File: src/rtl/aovs_pkg.sv
// ----------------------------------------------------------------------------
// aovs_pkg: shared types and constant tables for the additive organ
// Opcodes, sequencer states, control bundle, partial table and the
// elaboration-time generators for the sine, gain and note step tables.
// ----------------------------------------------------------------------------
package aovs_pkg;

  typedef enum logic [1:0] {
    OP_TICK     = 2'd0,
    OP_NOTE_ON  = 2'd1,
    OP_NOTE_OFF = 2'd2
  } opcode_t;

  typedef enum logic [1:0] {
    S_IDLE,
    S_RUN,
    S_FLUSH,
    S_FINISH
  } seq_state_t;

  // control bundle from the sequencer to the datapath
  typedef struct packed {
    logic note_on;
    logic note_off;
    logic tick_start;
    logic issue;
    logic advance;
    logic out_load;
  } ctrl_t;

  localparam int RATIO_W  = 25;
  localparam int WEIGHT_W = 23;
  localparam int GAIN_W   = 15;
  localparam int SINE_W   = 16;
  localparam int ACC_W    = 64;
  localparam int TABLE_N  = 160;
  localparam logic [63:0] HALF_PI_Q30 = 64'd1686629713;

  typedef struct packed {
    logic [RATIO_W-1:0]  ratio;
    logic [WEIGHT_W-1:0] weight;
  } partial_t;

  typedef logic [GAIN_W-1:0] gain_rom_t [128];

  localparam logic [16:0] SEMITONE_Q16 [12] = '{
    17'd65536, 17'd69433, 17'd73562, 17'd77936, 17'd82570, 17'd87480,
    17'd92682, 17'd98193, 17'd104032, 17'd110218, 17'd116772, 17'd123715
  };

  localparam logic [63:0] TAYLOR_DIV [7] = '{
    64'd6, 64'd20, 64'd42, 64'd72, 64'd110, 64'd156, 64'd210
  };

  // ratio in Q16 from thousandths and multiplier, weight in Q24 from millionths
  function automatic partial_t pt(input logic [63:0] th, input logic [63:0] m,
                                  input logic [63:0] w);
    logic [63:0] r;
    logic [63:0] g;
    partial_t    p;
    r = (th * m * 64'd65536 + 64'd500) / 64'd1000;
    g = (w * 64'd16777216 + 64'd500000) / 64'd1000000;
    p.ratio  = r[RATIO_W-1:0];
    p.weight = g[WEIGHT_W-1:0];
    return p;
  endfunction

  // partial table: ratio and weight of each sine term
  function automatic partial_t partial_lookup(input logic [7:0] k);
    partial_t p;
    case (k)
      8'd0:   p = pt(1000, 2, 31600);   8'd1:   p = pt(3000, 2, 9440);
      8'd2:   p = pt(5000, 2, 1770);    8'd3:   p = pt(1000, 4, 31600);
      8'd4:   p = pt(3000, 4, 9440);    8'd5:   p = pt(5000, 4, 1770);
      8'd6:   p = pt(1000, 4, 45050);   8'd7:   p = pt(2000, 4, 108000);
      8'd8:   p = pt(3000, 4, 60900);   8'd9:   p = pt(4000, 4, 31900);
      8'd10:  p = pt(5000, 4, 18400);   8'd11:  p = pt(6000, 4, 39300);
      8'd12:  p = pt(7000, 4, 35000);   8'd13:  p = pt(8000, 4, 55500);
      8'd14:  p = pt(9000, 4, 33100);   8'd15:  p = pt(10000, 4, 41200);
      8'd16:  p = pt(11000, 4, 26300);  8'd17:  p = pt(12000, 4, 15100);
      8'd18:  p = pt(13000, 4, 12300);  8'd19:  p = pt(15000, 4, 2370);
      8'd20:  p = pt(16000, 4, 1390);   8'd21:  p = pt(1000, 8, 58000);
      8'd22:  p = pt(2000, 8, 22300);   8'd23:  p = pt(3000, 8, 329000);
      8'd24:  p = pt(4000, 8, 3710);    8'd25:  p = pt(5000, 8, 803);
      8'd26:  p = pt(6000, 8, 393);     8'd27:  p = pt(7000, 8, 1270);
      8'd28:  p = pt(8000, 8, 1050);    8'd29:  p = pt(9000, 8, 350);
      8'd30:  p = pt(10000, 8, 881);    8'd31:  p = pt(11227, 8, 489);
      8'd32:  p = pt(12000, 8, 323);    8'd33:  p = pt(1000, 2, 165500);
      8'd34:  p = pt(2000, 2, 34600);   8'd35:  p = pt(3000, 2, 51800);
      8'd36:  p = pt(4000, 2, 8030);    8'd37:  p = pt(5000, 2, 14100);
      8'd38:  p = pt(6000, 2, 2540);    8'd39:  p = pt(7000, 2, 1560);
      8'd40:  p = pt(8000, 2, 1490);    8'd41:  p = pt(10000, 2, 1020);
      8'd42:  p = pt(1000, 16, 21050);  8'd43:  p = pt(1331, 16, 58800);
      8'd44:  p = pt(2000, 16, 62300);  8'd45:  p = pt(2662, 16, 11700);
      8'd46:  p = pt(3000, 16, 2910);   8'd47:  p = pt(4000, 16, 4360);
      8'd48:  p = pt(5000, 16, 588);    8'd49:  p = pt(5325, 16, 4670);
      8'd50:  p = pt(6000, 16, 1840);   8'd51:  p = pt(6657, 16, 582);
      8'd52:  p = pt(7000, 16, 158);    8'd53:  p = pt(8000, 16, 3580);
      8'd54:  p = pt(9000, 16, 239);    8'd55:  p = pt(10000, 16, 616);
      8'd56:  p = pt(10651, 16, 1420);  8'd57:  p = pt(12000, 16, 543);
      8'd58:  p = pt(13314, 16, 518);   8'd59:  p = pt(14000, 16, 327);
      8'd60:  p = pt(14645, 16, 211);   8'd61:  p = pt(16256, 16, 803);
      8'd62:  p = pt(18000, 16, 254);   8'd63:  p = pt(18641, 16, 147);
      8'd64:  p = pt(21304, 16, 285);   8'd65:  p = pt(23967, 16, 114);
      8'd66:  p = pt(1000, 4, 110500);  8'd67:  p = pt(2000, 4, 74900);
      8'd68:  p = pt(3000, 4, 16500);   8'd69:  p = pt(4000, 4, 11300);
      8'd70:  p = pt(5000, 4, 2540);    8'd71:  p = pt(6000, 4, 3160);
      8'd72:  p = pt(7000, 4, 653);     8'd73:  p = pt(8000, 4, 350);
      8'd74:  p = pt(9000, 4, 478);     8'd75:  p = pt(10000, 4, 668);
      8'd76:  p = pt(11000, 4, 741);    8'd77:  p = pt(12000, 4, 575);
      8'd78:  p = pt(13000, 4, 412);    8'd79:  p = pt(14000, 4, 371);
      8'd80:  p = pt(15000, 4, 295);    8'd81:  p = pt(16281, 4, 237);
      8'd82:  p = pt(1000, 2, 83500);   8'd83:  p = pt(2000, 2, 78500);
      8'd84:  p = pt(3000, 2, 25100);   8'd85:  p = pt(4000, 2, 38400);
      8'd86:  p = pt(5000, 2, 5430);    8'd87:  p = pt(6000, 2, 9120);
      8'd88:  p = pt(7000, 2, 3010);    8'd89:  p = pt(8000, 2, 1710);
      8'd90:  p = pt(9000, 2, 1460);    8'd91:  p = pt(10000, 2, 1360);
      8'd92:  p = pt(11000, 2, 1090);   8'd93:  p = pt(18000, 2, 1080);
      8'd94:  p = pt(1000, 2, 17300);   8'd95:  p = pt(2000, 2, 37100);
      8'd96:  p = pt(3000, 2, 7940);    8'd97:  p = pt(4000, 2, 58200);
      8'd98:  p = pt(5000, 2, 10000);   8'd99:  p = pt(6000, 2, 29100);
      8'd100: p = pt(7000, 2, 25400);   8'd101: p = pt(8000, 2, 19900);
      8'd102: p = pt(9000, 2, 14400);   8'd103: p = pt(10000, 2, 14200);
      8'd104: p = pt(11000, 2, 10300);  8'd105: p = pt(12000, 2, 6230);
      8'd106: p = pt(13000, 2, 23400);  8'd107: p = pt(14000, 2, 12700);
      8'd108: p = pt(15000, 2, 11300);  8'd109: p = pt(16000, 2, 3120);
      8'd110: p = pt(17000, 2, 1360);   8'd111: p = pt(18000, 2, 2690);
      8'd112: p = pt(19000, 2, 2310);   8'd113: p = pt(20000, 2, 1210);
      8'd114: p = pt(21000, 2, 363);    8'd115: p = pt(1000, 1, 17300);
      8'd116: p = pt(2000, 1, 37100);   8'd117: p = pt(3000, 1, 7940);
      8'd118: p = pt(4000, 1, 58200);   8'd119: p = pt(5000, 1, 10000);
      8'd120: p = pt(6000, 1, 29100);   8'd121: p = pt(7000, 1, 25400);
      8'd122: p = pt(8000, 1, 19900);   8'd123: p = pt(9000, 1, 14400);
      8'd124: p = pt(10000, 1, 14200);  8'd125: p = pt(11000, 1, 10300);
      8'd126: p = pt(12000, 1, 6230);   8'd127: p = pt(13000, 1, 23400);
      8'd128: p = pt(14000, 1, 12700);  8'd129: p = pt(15000, 1, 11300);
      8'd130: p = pt(16000, 1, 3120);   8'd131: p = pt(17000, 1, 1360);
      8'd132: p = pt(18000, 1, 2690);   8'd133: p = pt(19000, 1, 2310);
      8'd134: p = pt(20000, 1, 1210);   8'd135: p = pt(21000, 1, 363);
      8'd136: p = pt(1000, 1, 41100);   8'd137: p = pt(2000, 1, 74900);
      8'd138: p = pt(3000, 1, 8410);    8'd139: p = pt(4000, 1, 2340);
      8'd140: p = pt(5000, 1, 1390);    8'd141: p = pt(6000, 1, 831);
      8'd142: p = pt(7000, 1, 1470);    8'd143: p = pt(8000, 1, 1900);
      8'd144: p = pt(9000, 1, 1160);    8'd145: p = pt(10000, 1, 530);
      8'd146: p = pt(11000, 1, 1460);   8'd147: p = pt(12000, 1, 363);
      8'd148: p = pt(13000, 1, 305);    8'd149: p = pt(1000, 1, 98500);
      8'd150: p = pt(2000, 1, 141000);  8'd151: p = pt(3000, 1, 113000);
      8'd152: p = pt(4385, 1, 131000);  8'd153: p = pt(5370, 1, 105000);
      8'd154: p = pt(6347, 1, 162000);  8'd155: p = pt(7327, 1, 118000);
      8'd156: p = pt(8308, 1, 52400);   8'd157: p = pt(9288, 1, 38900);
      8'd158: p = pt(10736, 1, 42600);  8'd159: p = pt(12000, 1, 19900);
      default: p = '0;
    endcase
    return p;
  endfunction

  // quarter-wave sine in Q15 from a Q30 Taylor series
  function automatic logic [15:0] quarter_sine(input logic [63:0] a, input int qbits);
    logic [63:0] x;
    logic [63:0] x2;
    logic [63:0] term;
    logic signed [63:0] sum;
    x    = (a * HALF_PI_Q30 + (64'd1 << (qbits - 1))) >> qbits;
    x2   = (x * x) >> 30;
    term = x;
    sum  = $signed(x);
    for (int k = 0; k < 7; k++) begin
      term = ((term * x2) >> 30) / TAYLOR_DIV[k];
      if (k % 2 == 0) sum = sum - $signed(term);
      else sum = sum + $signed(term);
    end
    if (sum < 0) sum = 0;
    sum = (sum + 64'sd16384) >>> 15;
    if (sum > 64'sd32767) sum = 64'sd32767;
    return sum[15:0];
  endfunction

  // equal-tempered phase step of a MIDI note
  function automatic logic [63:0] note_step(input logic [6:0] note, input int phase_bits);
    int          n;
    int          e;
    logic [63:0] k;
    logic [63:0] s;
    n = int'(note) + 3;
    e = phase_bits + n / 12 - 22;
    k = 64'd440 * 64'(SEMITONE_Q16[n % 12]);
    if (e >= 0) begin
      s = ((k << e) + 64'd22050) / 64'd44100;
    end else begin
      s = ((k + (64'd22050 << (-e))) >> (-e)) / 64'd44100;
    end
    return s;
  endfunction

  // largest Q14 gain g with g^4 * 127 <= velocity * 2^56
  function automatic gain_rom_t build_gain();
    gain_rom_t   t;
    logic [63:0] lo;
    logic [63:0] hi;
    logic [63:0] mid;
    logic [63:0] sq;
    for (int v = 0; v < 128; v++) begin
      lo = 0;
      hi = 64'd16384;
      for (int it = 0; it < 16; it++) begin
        if (lo < hi) begin
          mid = (lo + hi + 64'd1) >> 1;
          sq  = mid * mid;
          if (sq * sq * 64'd127 <= (64'(v) << 56)) lo = mid;
          else hi = mid - 64'd1;
        end
      end
      t[v] = lo[GAIN_W-1:0];
    end
    return t;
  endfunction

endpackage

File: src/rtl/aovs_voice_bank.sv
// ----------------------------------------------------------------------------
// aovs_voice_bank: per-voice phase, step, note and velocity registers
// Applies note events, advances phases after a tick, serves one read port.
// ----------------------------------------------------------------------------
module aovs_voice_bank #(
  parameter int VOICES     = 4,
  parameter int PHASE_BITS = 32,
  parameter int VW         = 2
) (
  input  logic                  clk,
  input  logic                  rst,
  input  aovs_pkg::ctrl_t       ctrl,
  input  logic [6:0]            note_number,
  input  logic [6:0]            note_velocity,
  input  logic [VW-1:0]         rd_voice,
  output logic [PHASE_BITS-1:0] rd_phase,
  output logic [6:0]            rd_velocity
);
  import aovs_pkg::*;

  typedef logic [PHASE_BITS-1:0] step_rom_t [128];

  function automatic step_rom_t build_steps();
    step_rom_t   t;
    logic [63:0] s;
    for (int n = 0; n < 128; n++) begin
      s    = note_step(7'(n), PHASE_BITS);
      t[n] = s[PHASE_BITS-1:0];
    end
    return t;
  endfunction

  localparam step_rom_t STEP_ROM = build_steps();
  localparam logic [6:0] RESET_NOTE = 7'd45;

  logic [PHASE_BITS-1:0] voice_phase    [VOICES];
  logic [PHASE_BITS-1:0] phase_step     [VOICES];
  logic [6:0]            voice_note     [VOICES];
  logic [6:0]            voice_velocity [VOICES];
  logic [VW-1:0]         next_voice;
  logic [VW-1:0]         slot;

  // pick the round-robin slot, skipping it once if busy
  always_comb begin
    slot = next_voice;
    if (voice_note[next_voice] != 7'd0) begin
      slot = (next_voice == VW'(VOICES - 1)) ? '0 : next_voice + 1'b1;
    end
  end

  // hold voice state, apply note events and phase advance
  always_ff @(posedge clk) begin
    if (rst) begin
      for (int i = 0; i < VOICES; i++) begin
        voice_phase[i]    <= '0;
        phase_step[i]     <= STEP_ROM[RESET_NOTE];
        voice_note[i]     <= '0;
        voice_velocity[i] <= '0;
      end
      next_voice <= '0;
    end else if (ctrl.note_on) begin
      voice_note[slot]     <= note_number;
      voice_velocity[slot] <= note_velocity;
      phase_step[slot]     <= STEP_ROM[note_number];
      next_voice <= (slot == VW'(VOICES - 1)) ? '0 : slot + 1'b1;
    end else if (ctrl.note_off) begin
      for (int i = 0; i < VOICES; i++) begin
        if (voice_note[i] == note_number) begin
          voice_note[i]     <= '0;
          voice_velocity[i] <= '0;
          phase_step[i]     <= '0;
        end
      end
    end else if (ctrl.advance) begin
      for (int i = 0; i < VOICES; i++) begin
        voice_phase[i] <= voice_phase[i] + phase_step[i];
      end
    end
  end

  assign rd_phase    = voice_phase[rd_voice];
  assign rd_velocity = voice_velocity[rd_voice];

endmodule

File: config.mk
export PLATFORM = sky130hd
export DESIGN_NAME = aovs_voice_bank
export DESIGN_NICKNAME = d
export VERILOG_FILES = /design/src/rtl/aovs_pkg.sv /design/src/rtl/aovs_voice_bank.sv
export SDC_FILE = /design/constraint.sdc
export NUM_CORES = 1
export LEC_CHECK = 0
export ABC_AREA = 1
export BUFFER_PORTS_ARGS = -buffer_cell sky130_fd_sc_hd__buf_2
export CELL_PAD_IN_SITES_DETAIL_PLACEMENT = 2
export CELL_PAD_IN_SITES_GLOBAL_PLACEMENT = 2
export CORE_ASPECT_RATIO = 0.9
export CORE_UTILIZATION = 39
export DETAILED_ROUTE_END_ITERATION = 16
export HOLD_SLACK_MARGIN = 0.15
export PLACE_DENSITY_LB_ADDON = 0.1
export SYNTH_ARGS = -nofsm -noshare
export SYNTH_HDL_FRONTEND = slang
export SYNTH_SLANG_ARGS = --single-unit
File: constraint.sdc
create_clock -name clk -period 7.23 [get_ports clk]
set_clock_uncertainty 0.15 [all_clocks]
set_input_delay 1.446 -clock clk [delete_from_list [all_inputs] [get_ports clk]]
set_output_delay 1.446 -clock clk [all_outputs]
set_load 0.1 [all_outputs]
==> flow_metrics.env, run 1 <==
export IMPL_yosysTopAreaCell="edfxtp_1"
export IMPL_tritoncts="built"
export IMPL_holdPathStages=2
export IMPL_antenna_left=0
export IMPL_syn_nets=3963
export IMPL_synthToLayoutAreaGrowth_pct=9.057
export IMPL_ys_top_cells_by_count="1281 x nand2_1, 544 x inv_1, 493 x nor2_1"
export IMPL_routedWlPerCell_um=27.09
export IMPL_end_kind="output pin"
export IMPL_post_cts_resized=0
export IMPL_synth_top_flop_cell="edfxtp_1"
export IMPL_core_area_mm2=0.06419
export IMPL_cts_sinks=312
export IMPL_cts_root_buffer="clkbuf_16"
export IMPL_p_leak_nw=13.45
export IMPL_io_pins=63
export IMPL_antenna_found_initial=8
export IMPL_async_reset_ff_share_pct=0
export IMPL_routed_wl_mm=127.1
export IMPL_outcome="finished, final reports clean"
export IMPL_cp_required_ns=5.63
export IMPL_hpwl_mm=93.92
export IMPL_drt_iter0_markers=2375
export IMPL_min_from="next_voice[0]"
export IMPL_whs_ns=0.4104
export IMPL_drive_gt1_share_pct=4.743
export IMPL_dieArea_mm2=0.06599
export IMPL_place_inst=4620
export IMPL_fmax_mhz=190.0
export IMPL_start_kind="primary input"
export IMPL_critPathKind="in -> out"
export IMPL_post_cts_buffers=0
export IMPL_slew_violations=0
export IMPL_hold_buffers=0
export IMPL_die_x_um=270.7
export IMPL_synth_edf_count=308
export IMPL_startpoint="rd_voice[1]"
export IMPL_rsz0062_at_grt="false"
export IMPL_grt_max_degree=112
export IMPL_fin_crit_sh_pct=72.79
export IMPL_grt_pass1_wl_mm=187.0
export IMPL_fin_setup_tns_ns=0
export IMPL_finish_utilization_pct=43.04
export IMPL_grt_usage_pct=37.93
export IMPL_synth_seq_cells=312
export IMPL_syn_inst=3793
export IMPL_yosysTopAreaCellShare_pct=36.51
export IMPL_clock_latency_ns=0.57
export IMPL_min_path_type="reg -> reg"
export IMPL_h_tree_depth=2
export IMPL_synth_seq_area_share_pct=36.82
export IMPL_clk_pin_slew_worst_paths_ns=0.06
export IMPL_place_area_mm2=0.02639
export IMPL_syn_cell_area_mm2=0.02534
export IMPL_stdcell_area_mm2=0.02763
export IMPL_r2r_end="phase_step[3][16]"
export IMPL_rows=88
export IMPL_worst_slew_pin_slew_ns=1.269
export IMPL_cts_inserted_buffers=40
export IMPL_avgSynthCellArea_um2=6.680
export IMPL_netlist_top_cells_area="edfxtp_1 37%, nand2_1 19%, inv_1 8.1%, nor2_1 7.3%, ha_1 7.0%"
export IMPL_setup_viol=0
export IMPL_io_buffer_count=59
export IMPL_ff2ff_path_depth=11
export IMPL_ff2ff_setup_slack_ns=3.56
export IMPL_gp_congestion=0.9486
export IMPL_firstDrtPassIters=5
export IMPL_synth_most_common_cell="nand2_1"
export IMPL_initial_core_util_pct=39.47
export IMPL_relSlewSlack_pct=15.28
export IMPL_route_detailed_drc=0
export IMPL_grt_pass1_vias=29060
export IMPL_via_per_inst=5.846
export IMPL_die_y_um=243.8
export IMPL_vdd_ir_drop_max_mv=0.2075
export IMPL_power_density_mw_per_mm2=214.5
export IMPL_vias=27430
export IMPL_ys_warn_count=0
export IMPL_min_period_ns=5.263
export IMPL_critPathMaxFanout=29
export IMPL_nNetsFinal=3977
export IMPL_hold_violations=0
export IMPL_arrival_ns=3.67
export IMPL_maxCapViolations=0
export IMPL_synth_cell_types=46
export IMPL_gr_total_overflow=0
export IMPL_instances_no_fill=4692
export IMPL_diodes=0
export IMPL_cts_buffer_depth=3
## area by class of cell
type,instances,area (um^2)
fill,7785,36560
multi-input combinational,2810,13380
sequential,312,9329
inverter,561,2111
tap,855,1070
clock buffer,46,1055
timing repair buffer,82,493.0
clock inverter,26,188.9
## power breakdown
part | total, W | internal, W | switching (W)
registers | 0.00221 | 0.00211 | 0.0000996
clock network | 0.00203 | 0.00112 | 0.000912
logic | 0.00169 | 0.000383 | 0.00131
## routing by layer
layer  GRT usage [%]  wire (um)  up-vias
met1           50.22      54060    13930
met5               0         26        -
met4           13.46       4847        4
met2           62.37      58430     1020
li1                -          -    12260
met3           6.130       9745      217
## how the worst max path moves through the flow
stage	to	slack [ns]	depth (start not counted)
3_3_place_gp	rd_phase[3]	2.06	6
2_1_floorplan	rd_phase[31]	2.02	5
4_1_cts	rd_phase[3]	1.98	6
5_1_grt	rd_phase[3]	1.90	6
6_report	rd_phase[3]	1.97	6
3_5_place_dp	rd_phase[3]	2.00	6
## sequential cells by signal (all words and copies together), names as in the netlist, named ones only
register and flops:
voice_note 28, phase_step 124, voice_velocity 28, voice_phase 128, next_voice 2
## layout by cell type (no fill, tap or decap), types with 10 or more instances in the layout
| master | n |
|---|---|
| nand4_1 | 27 |
| clkbuf_16 | 41 |
| nand2_1 | 1280 |
| o21ai_0 | 173 |
| inv_2 | 14 |
| clkinv_2 | 11 |
| buf_2 | 59 |
| o211ai_1 | 11 |
| nand3_1 | 258 |
| a21oi_1 | 213 |
| ha_1 | 142 |
| o22ai_1 | 48 |
| inv_1 | 544 |
| nor2_1 | 492 |
| edfxtp_1 | 308 |
| xor2_1 | 10 |
| o21ai_1 | 28 |
| o21bai_1 | 15 |
| buf_4 | 21 |
| nor3_1 | 31 |
## metrics by stage
stage          total power, W  worst slack, ns
2_1_floorplan        0.003255            2.017
3_3_place_gp         0.003772            2.061
3_5_place_dp         0.003865            2.001
4_1_cts              0.005897            1.981
5_1_grt              0.006112            1.896
6_report             0.005928            1.968
## critical path, cell delays in order
cell and delay [ns]:
buf_2 0.11, inv_1 0.86, buf_4 0.27, o21ai_0 0.14, o22ai_1 0.32, buf_2 0.50
## cell families after synthesis
group	count (synthesis)	share of synthesized area [%]
and+or+nand+nor	2127	33.68
buffers and inverters	671	10.49
AOI/OAI and AO/OA	521	11.13
DFF	312	36.82
adders and majority gates	146	7.329
xor gates and xnor gates	16	0.5531
Note: power is estimated with default switching activity, not from simulation.
==> inputs of run 2 (changes only) <==
--- a/config.mk
+++ b/config.mk
@@ -5,12 +5,12 @@
 export SDC_FILE = /design/constraint.sdc
 export NUM_CORES = 1
 export LEC_CHECK = 0
-export ABC_AREA = 1
+export ABC_AREA = 0
 export BUFFER_PORTS_ARGS = -buffer_cell sky130_fd_sc_hd__buf_2
 export CELL_PAD_IN_SITES_DETAIL_PLACEMENT = 2
 export CELL_PAD_IN_SITES_GLOBAL_PLACEMENT = 2
 export CORE_ASPECT_RATIO = 0.9
-export CORE_UTILIZATION = 39
+export CORE_UTILIZATION = 38
 export DETAILED_ROUTE_END_ITERATION = 16
 export HOLD_SLACK_MARGIN = 0.15
 export PLACE_DENSITY_LB_ADDON = 0.1
==> constraint.sdc (replaced) <==
create_clock -name clk -period 4.3 [get_ports clk]
set_clock_uncertainty 0.15 [all_clocks]
set_input_delay 0.86 -clock clk [delete_from_list [all_inputs] [get_ports clk]]
set_output_delay 0.86 -clock clk [all_outputs]
set_load 0.1 [all_outputs]
==> flow_metrics.env, run 2 <==
export IMPL_power_w=0.01170
export IMPL_holdPathStages=2
export IMPL_initial_core_util_pct=38.69
export IMPL_cts_buffer_depth=3
export IMPL_max_stage_delay_ns=0.73
export IMPL_syn_nets=2510
export IMPL_relSlewSlack_pct=41.62
export IMPL_post_cts_resized=0
export IMPL_via_per_inst=6.092
export IMPL_netlist_top_cells_area="edfxtp_1 41%, ha_1 7.8%, mux4_2 5.0%, a21oi_1 4.6%, nor2_1 4.5%"
export IMPL_final_common_cell="edfxtp_1"
export IMPL_stdcell_area_mm2=0.02553
export IMPL_fmax_mhz=258.1
export IMPL_cpMostUsedCell="o21ai_0"
export IMPL_io_pins=63
export IMPL_core_area_mm2=0.05886
export IMPL_grt_pass1_vias=20980
export IMPL_largest_register_ffs=128
export IMPL_setup_viol=0
export IMPL_cp_required_ns=4.40
export IMPL_gr_max_usage_layer="met2"
export IMPL_syn_cell_area_mm2=0.02277
export IMPL_min_from="next_voice[0]"
export IMPL_clock_latency_ns=0.56
export IMPL_async_reset_ff_share_pct=0
export IMPL_gr_total_overflow=0
export IMPL_synth_top_flop_cell="edfxtp_1"
export IMPL_h_tree_depth=2
export IMPL_synth_seq_area_share_pct=40.96
export IMPL_worst_slew_pin_slew_ns=0.8665
export IMPL_outcome="finished, final reports clean"
export IMPL_ys_top_cells_by_count="308 x edfxtp_1, 274 x nor2_1, 211 x a21oi_1"
export IMPL_grt_pass1_wl_mm=132.0
export IMPL_seqPwrFrac_pct=35.0
export IMPL_p_leak_nw=9.927
export IMPL_cts_sinks=312
export IMPL_grt_max_degree=88
export IMPL_yosysTopAreaCell="edfxtp_1"
export IMPL_critPathMaxFanout=14
export IMPL_layout_common_cells="308 x edfxtp_1, 273 x nor2_1, 211 x a21oi_1, 176 x o21ai_0, 171 x nand2_1"
export IMPL_power_switching_w=0.004510
export IMPL_hpwl_mm=66.74
export IMPL_antenna_left=0
export IMPL_synth_seq_cells=312
export IMPL_rsz0062_at_grt="false"
export IMPL_drive_gt1_share_pct=13.45
export IMPL_start_kind="primary input"
export IMPL_internal_power_w=0.007186
export IMPL_place_area_mm2=0.02429
export IMPL_routed_wl_mm=87.82
export IMPL_cts_inserted_buffers=38
export IMPL_clk_pin_slew_worst_paths_ns=0.06
export IMPL_min_period_ns=3.874
export IMPL_vias=19500
export IMPL_vdd_ir_drop_max_mv=0.2426
export IMPL_slowest_stage="a21oi_1"
export IMPL_drt_iter0_markers=1393
export IMPL_worst_r2r_startpoint="phase_step[1][0]"
export IMPL_top_regs="voice_phase (128), phase_step (124)"
export IMPL_yosysTopAreaCellShare_pct=40.61
export IMPL_cp_cell_sequence="buf_2 > inv_2 > ha_1 > nand2b_1 > nand2_1 > o21ai_0 > buf_4 > mux2i_1 > nand2_1 > o21ai_0 > a21oi_1 > o21ai_0"
export IMPL_critPathKind="in -> reg"
export IMPL_synth_most_common_cell="edfxtp_1"
export IMPL_power_density_mw_per_mm2=458.2
export IMPL_ff2ff_setup_slack_ns=0.56
export IMPL_nNetsFinal=2565
export IMPL_fin_crit_sh_pct=90.10
export IMPL_syn_inst=2340
export IMPL_die_y_um=234.3
export IMPL_hold_violations=0
export IMPL_antenna_found_initial=6
export IMPL_route_detailed_drc=0
export IMPL_ys_warn_count=0
export IMPL_slew_violations=0
export IMPL_firstDrtPassIters=5
export IMPL_gp_congestion=0.9139
export IMPL_synth_cell_types=100
export IMPL_clkPwrFrac_pct=27.8
export IMPL_post_cts_buffers=0
export IMPL_grt_usage_pct=28.95
export IMPL_arrival_ns=3.97
export IMPL_avgSynthCellArea_um2=9.733
export IMPL_cts_root_buffer="clkbuf_16"
export IMPL_r2r_end="voice_phase[1][28]"
export IMPL_ff2ff_path_depth=10
export IMPL_hold_buffers=0
export IMPL_dieArea_mm2=0.06092
export IMPL_gr_usage_met1_pct=38.85
export IMPL_switching_share_pct=38.56
export IMPL_maxCapViolations=0
export IMPL_grtUsageMet3_pct=3.545
export IMPL_synth_edf_count=308
export IMPL_routedWlPerCell_um=27.44
export IMPL_max_flop_register="voice_phase"
export IMPL_io_buffer_count=59
export IMPL_end_kind="flop"
export IMPL_fin_setup_tns_ns=0
export IMPL_tritoncts="built"
export IMPL_die_x_um=260.1
export IMPL_rows=84
export IMPL_use_met2_pct=47.91
export IMPL_nFillCells=6268
export IMPL_synthToLayoutAreaGrowth_pct=12.09
export IMPL_pwr_share_comb_pct=37.2
export IMPL_min_path_type="reg -> reg"
## run 2: changes by cell type after synthesis, sizes merged, moves of 35 or more
cell    previous run  this run
a211oi             2        37
inv              559        45
and3               0        46
nand3            263        51
and2               7        43
nand2           1287       177
xor2              10        65
mux4               0        51
nor2             495       275
o22ai             48         5
a21o               7        75
## run 2: power groups by stage
stage          clock, W  sequential (W)  combinational (W)
3_5_place_dp          0         0.00414            0.00430
5_1_grt         0.00341         0.00412            0.00470
2_1_floorplan         0         0.00402            0.00300
3_3_place_gp          0         0.00411            0.00412
4_1_cts         0.00332         0.00408            0.00435
6_report        0.00326         0.00409            0.00435
## run 2: worst max path at each step
stage,start,to,cells after the start
final,note_number[0],phase_step[2][16],12
after CTS,note_number[0],phase_step[2][16],12
after global placement,note_number[0],phase_step[0][16],12
after detailed placement,note_number[0],phase_step[0][16],12
after floorplan,note_number[1],phase_step[3][19],11
after global routing,note_number[0],phase_step[2][16],12
## run 2: cells by family after synthesis
group           count (synthesis)  synth area share, %
compound gates                747                21.01
xor+xnor                      104                4.000
fa+ha+maj                     146                8.153
buf+inv                       185                3.500
flops                         312                40.96
mux                            83                6.543
simple gates                  763                15.83
## run 2: critical path: cells and delay by family
family | cells | cell delay (ns)
buffers and inverters | 3 | 0.63
and+or+nand+nor | 3 | 0.47
adders and majority gates | 1 | 0.55
muxes | 1 | 0.09
AOI/OAI and AO/OA | 4 | 1.36
## run 2: metal layers
metal / part of all wire, % / wire [um]
met5: 0.035 / 31
met4: 3.5 / 3082
met1: 45 / 39770
met3: 4.1 / 3620
met2: 47 / 41320
## run 2: metrics by stage
| step | cells | setup WS, ns | hold slack, ns | util, % |
|---|---|---|---|---|
| floorplan | 2340 | 0.7902 | 0.3388 | - |
| global placement | 3129 | 0.1401 | 0.3566 | 41.26 |
| detailed placement | 3129 | 0.01022 | 0.3982 | 41.26 |
| CTS | 3198 | 0.5849 | 0.4040 | 43.36 |
| global route | 3198 | 0.2864 | 0.4251 | 43.36 |
| finish | 3201 | 0.4258 | 0.4030 | 43.37 |
## run 2: area by class of cell
| class | instances | area [um^2] | area share (%) |
|---|---|---|---|
| antenna | 3 | 7.507 | 0.02941 |
| clock inverter | 23 | 201.4 | 0.7891 |
| multi-input combinational | 1843 | 12670 | 49.65 |
| sequential | 312 | 9329 | 36.55 |
| tap | 774 | 968.4 | 3.794 |
| inverter | 45 | 168.9 | 0.6617 |
| clock buffer | 46 | 1032 | 4.044 |
| timing repair buffer | 155 | 1146 | 4.490 |
==> inputs of run 3 (changes only) <==
--- a/config.mk
+++ b/config.mk
@@ -11,9 +11,11 @@
 export CELL_PAD_IN_SITES_GLOBAL_PLACEMENT = 2
 export CORE_ASPECT_RATIO = 0.9
 export CORE_UTILIZATION = 38
+export CTS_CLUSTER_SIZE = 12
 export DETAILED_ROUTE_END_ITERATION = 16
-export HOLD_SLACK_MARGIN = 0.15
+export HOLD_SLACK_MARGIN = 0.1
 export PLACE_DENSITY_LB_ADDON = 0.1
+export RECOVER_POWER = 100
 export SYNTH_ARGS = -nofsm -noshare
 export SYNTH_HDL_FRONTEND = slang
 export SYNTH_SLANG_ARGS = --single-unit
==> flow_metrics.env, run 3 (synthesis gave the netlist of run 2 again) <==
export IMPL_top_regs="voice_phase (128), phase_step (124)"
export IMPL_seq_area_mm2=0.009329
export IMPL_initial_core_util_pct=38.69
export IMPL_cp_required_ns=4.41
export IMPL_p_leak_nw=9.784
export IMPL_fin_setup_tns_ns=0
export IMPL_drive_gt1_share_pct=11.67
export IMPL_drt_iter0_markers=1238
export IMPL_critPathMaxFanout=14
export IMPL_vias=19550
export IMPL_worst_slew_pin_slew_ns=1.841
export IMPL_route_detailed_drc=0
export IMPL_ff2ff_setup_slack_ns=0.34
export IMPL_firstDrtPassIters=5
export IMPL_multiInputGateArea_mm2=0.01255
export IMPL_io_buffer_count=59
export IMPL_end_kind="flop"
export IMPL_hold_buffers=0
export IMPL_worst_r2r_startpoint="voice_phase[2][0]"
export IMPL_io_pins=63
export IMPL_grt_max_degree=88
export IMPL_outcome="finished with violations"
export IMPL_hold_violations=0
export IMPL_antenna_found_initial=6
export IMPL_hpwl_mm=66.74
export IMPL_start_kind="primary input"
export IMPL_tritoncts="built"
export IMPL_max_flop_register="voice_phase"
export IMPL_dieArea_mm2=0.06092
export IMPL_relSlewSlack_pct=-22.75
export IMPL_slew_violations=57
export IMPL_cts_inserted_buffers=38
export IMPL_antenna_left=0
export IMPL_synthToLayoutAreaGrowth_pct=11.00
export IMPL_holdPathStages=2
export IMPL_arrival_ns=4.08
export IMPL_cts_sinks=312
export IMPL_fin_crit_sh_pct=92.44
export IMPL_routed_wl_mm=87.89
export IMPL_cts_root_buffer="clkbuf_16"
export IMPL_cts_buffer_depth=3
export IMPL_power_density_mw_per_mm2=459.3
export IMPL_min_path_type="reg -> reg"
export IMPL_die_y_um=234.3
export IMPL_vdd_ir_drop_max_mv=0.2426
export IMPL_nFillCells=6301
export IMPL_clock_latency_ns=0.56
export IMPL_clk_pin_slew_worst_paths_ns=0.06
export IMPL_critPathKind="in -> reg"
export IMPL_post_cts_resized=0
export IMPL_post_cts_buffers=0
export IMPL_rsz0062_at_grt="false"
export IMPL_gp_congestion=0.9139
export IMPL_min_from="next_voice[0]"
export IMPL_largest_register_ffs=128
export IMPL_layout_common_cells="308 x edfxtp_1, 274 x nor2_1, 211 x a21oi_1, 189 x o21ai_0, 174 x nand2_1"
export IMPL_routedWlPerCell_um=27.47
export IMPL_final_common_cell="edfxtp_1"
export IMPL_maxCapViolations=2
export IMPL_fmax_mhz=251.6
export IMPL_die_x_um=260.1
export IMPL_grt_pass1_wl_mm=132.0
export IMPL_core_area_mm2=0.05886
export IMPL_rows=84
export IMPL_setup_viol=0
export IMPL_r2r_end="voice_phase[2][22]"
export IMPL_ff2ff_path_depth=10
export IMPL_via_per_inst=6.108
export IMPL_grt_pass1_vias=20980
export IMPL_min_period_ns=3.975
export IMPL_grt_usage_pct=28.95
export IMPL_nNetsFinal=2565
export IMPL_violations="capacitance limit, slew limit"
export IMPL_h_tree_depth=2
export IMPL_whs_ns=0.4056
export IMPL_gr_total_overflow=0
-- run 3: cell types whose count changed in the layout (fill, tap and decap cells not counted), moves of 16 or more --
cell / previous run / this run
and2_1: 41 / 25
and2_0: 1 / 17
clkbuf_1: 4 / 25
buf_2: 57 / 18
buf_4: 88 / 70
clkbuf_2: 0 / 38
-- run 3: critical path, cell delays in order --
cell,delay [ns]
buf_2,0.22
inv_2,0.22
ha_1,0.49
nor2b_1,0.20
o21ai_0,0.28
buf_4,0.17
o211ai_1,0.08
a21oi_1,0.40
nor2_1,0.09
o21ai_0,0.92
nor2_1,0.13
-- run 3: worst max-delay path by stage --
| stage | startpoint | to | slack, ns | depth (start not counted) |
|---|---|---|---|---|
| 2_1_floorplan | note_number[1] | phase_step[3][19] | 0.79 | 11 |
| 3_3_place_gp | note_number[0] | phase_step[0][16] | 0.14 | 12 |
| 3_5_place_dp | note_number[0] | phase_step[0][16] | 0.01 | 12 |
| 4_1_cts | note_number[0] | phase_step[2][16] | 0.58 | 12 |
| 5_1_grt | voice_phase[2][0] | voice_phase[2][28] | 0.16 | 10 |
| 6_report | note_number[0] | phase_step[0][22] | 0.33 | 11 |
-- run 3: metal layers --
layer	vias up	track usage, %	wire length (um)
met5	-	0	31
met4	4	10.58	2981
met3	144	3.545	3834
met2	429	47.91	41420
met1	10030	38.85	39620
li1	8936	-	-
-- run 3: layout make-up --
class	instances	area share [%]
repair buffers	155	4.034
inverters	45	0.6682
flip-flops and latches	312	36.90
clock inverters	23	0.7969
clock buffers	46	4.083
diodes	2	0.01980
well taps	774	3.831
multi-input cells	1843	49.66
-- run 3: power breakdown --
part / switching [W] / total (W) / internal [W] / leakage, nW
clock: 0.00136 / 0.00325 / 0.00189 / 0.613
combinational: 0.00288 / 0.00427 / 0.00138 / 6.11
sequential: 0.000245 / 0.00409 / 0.00385 / 3.06
-- run 3: per-stage QoR --
step	util, %	setup WS, ns	std cells	total power [W]	area [um^2]
6_report	42.95	0.3252	3200	0.01161	25280
5_1_grt	42.94	0.1604	3198	0.01213	25270
3_5_place_dp	41.26	0.01022	3129	0.008444	24290
3_3_place_gp	41.26	0.1401	3129	0.008227	24290
4_1_cts	43.36	0.5849	3198	0.01175	25520
2_1_floorplan	-	0.7902	2340	0.007024	22780
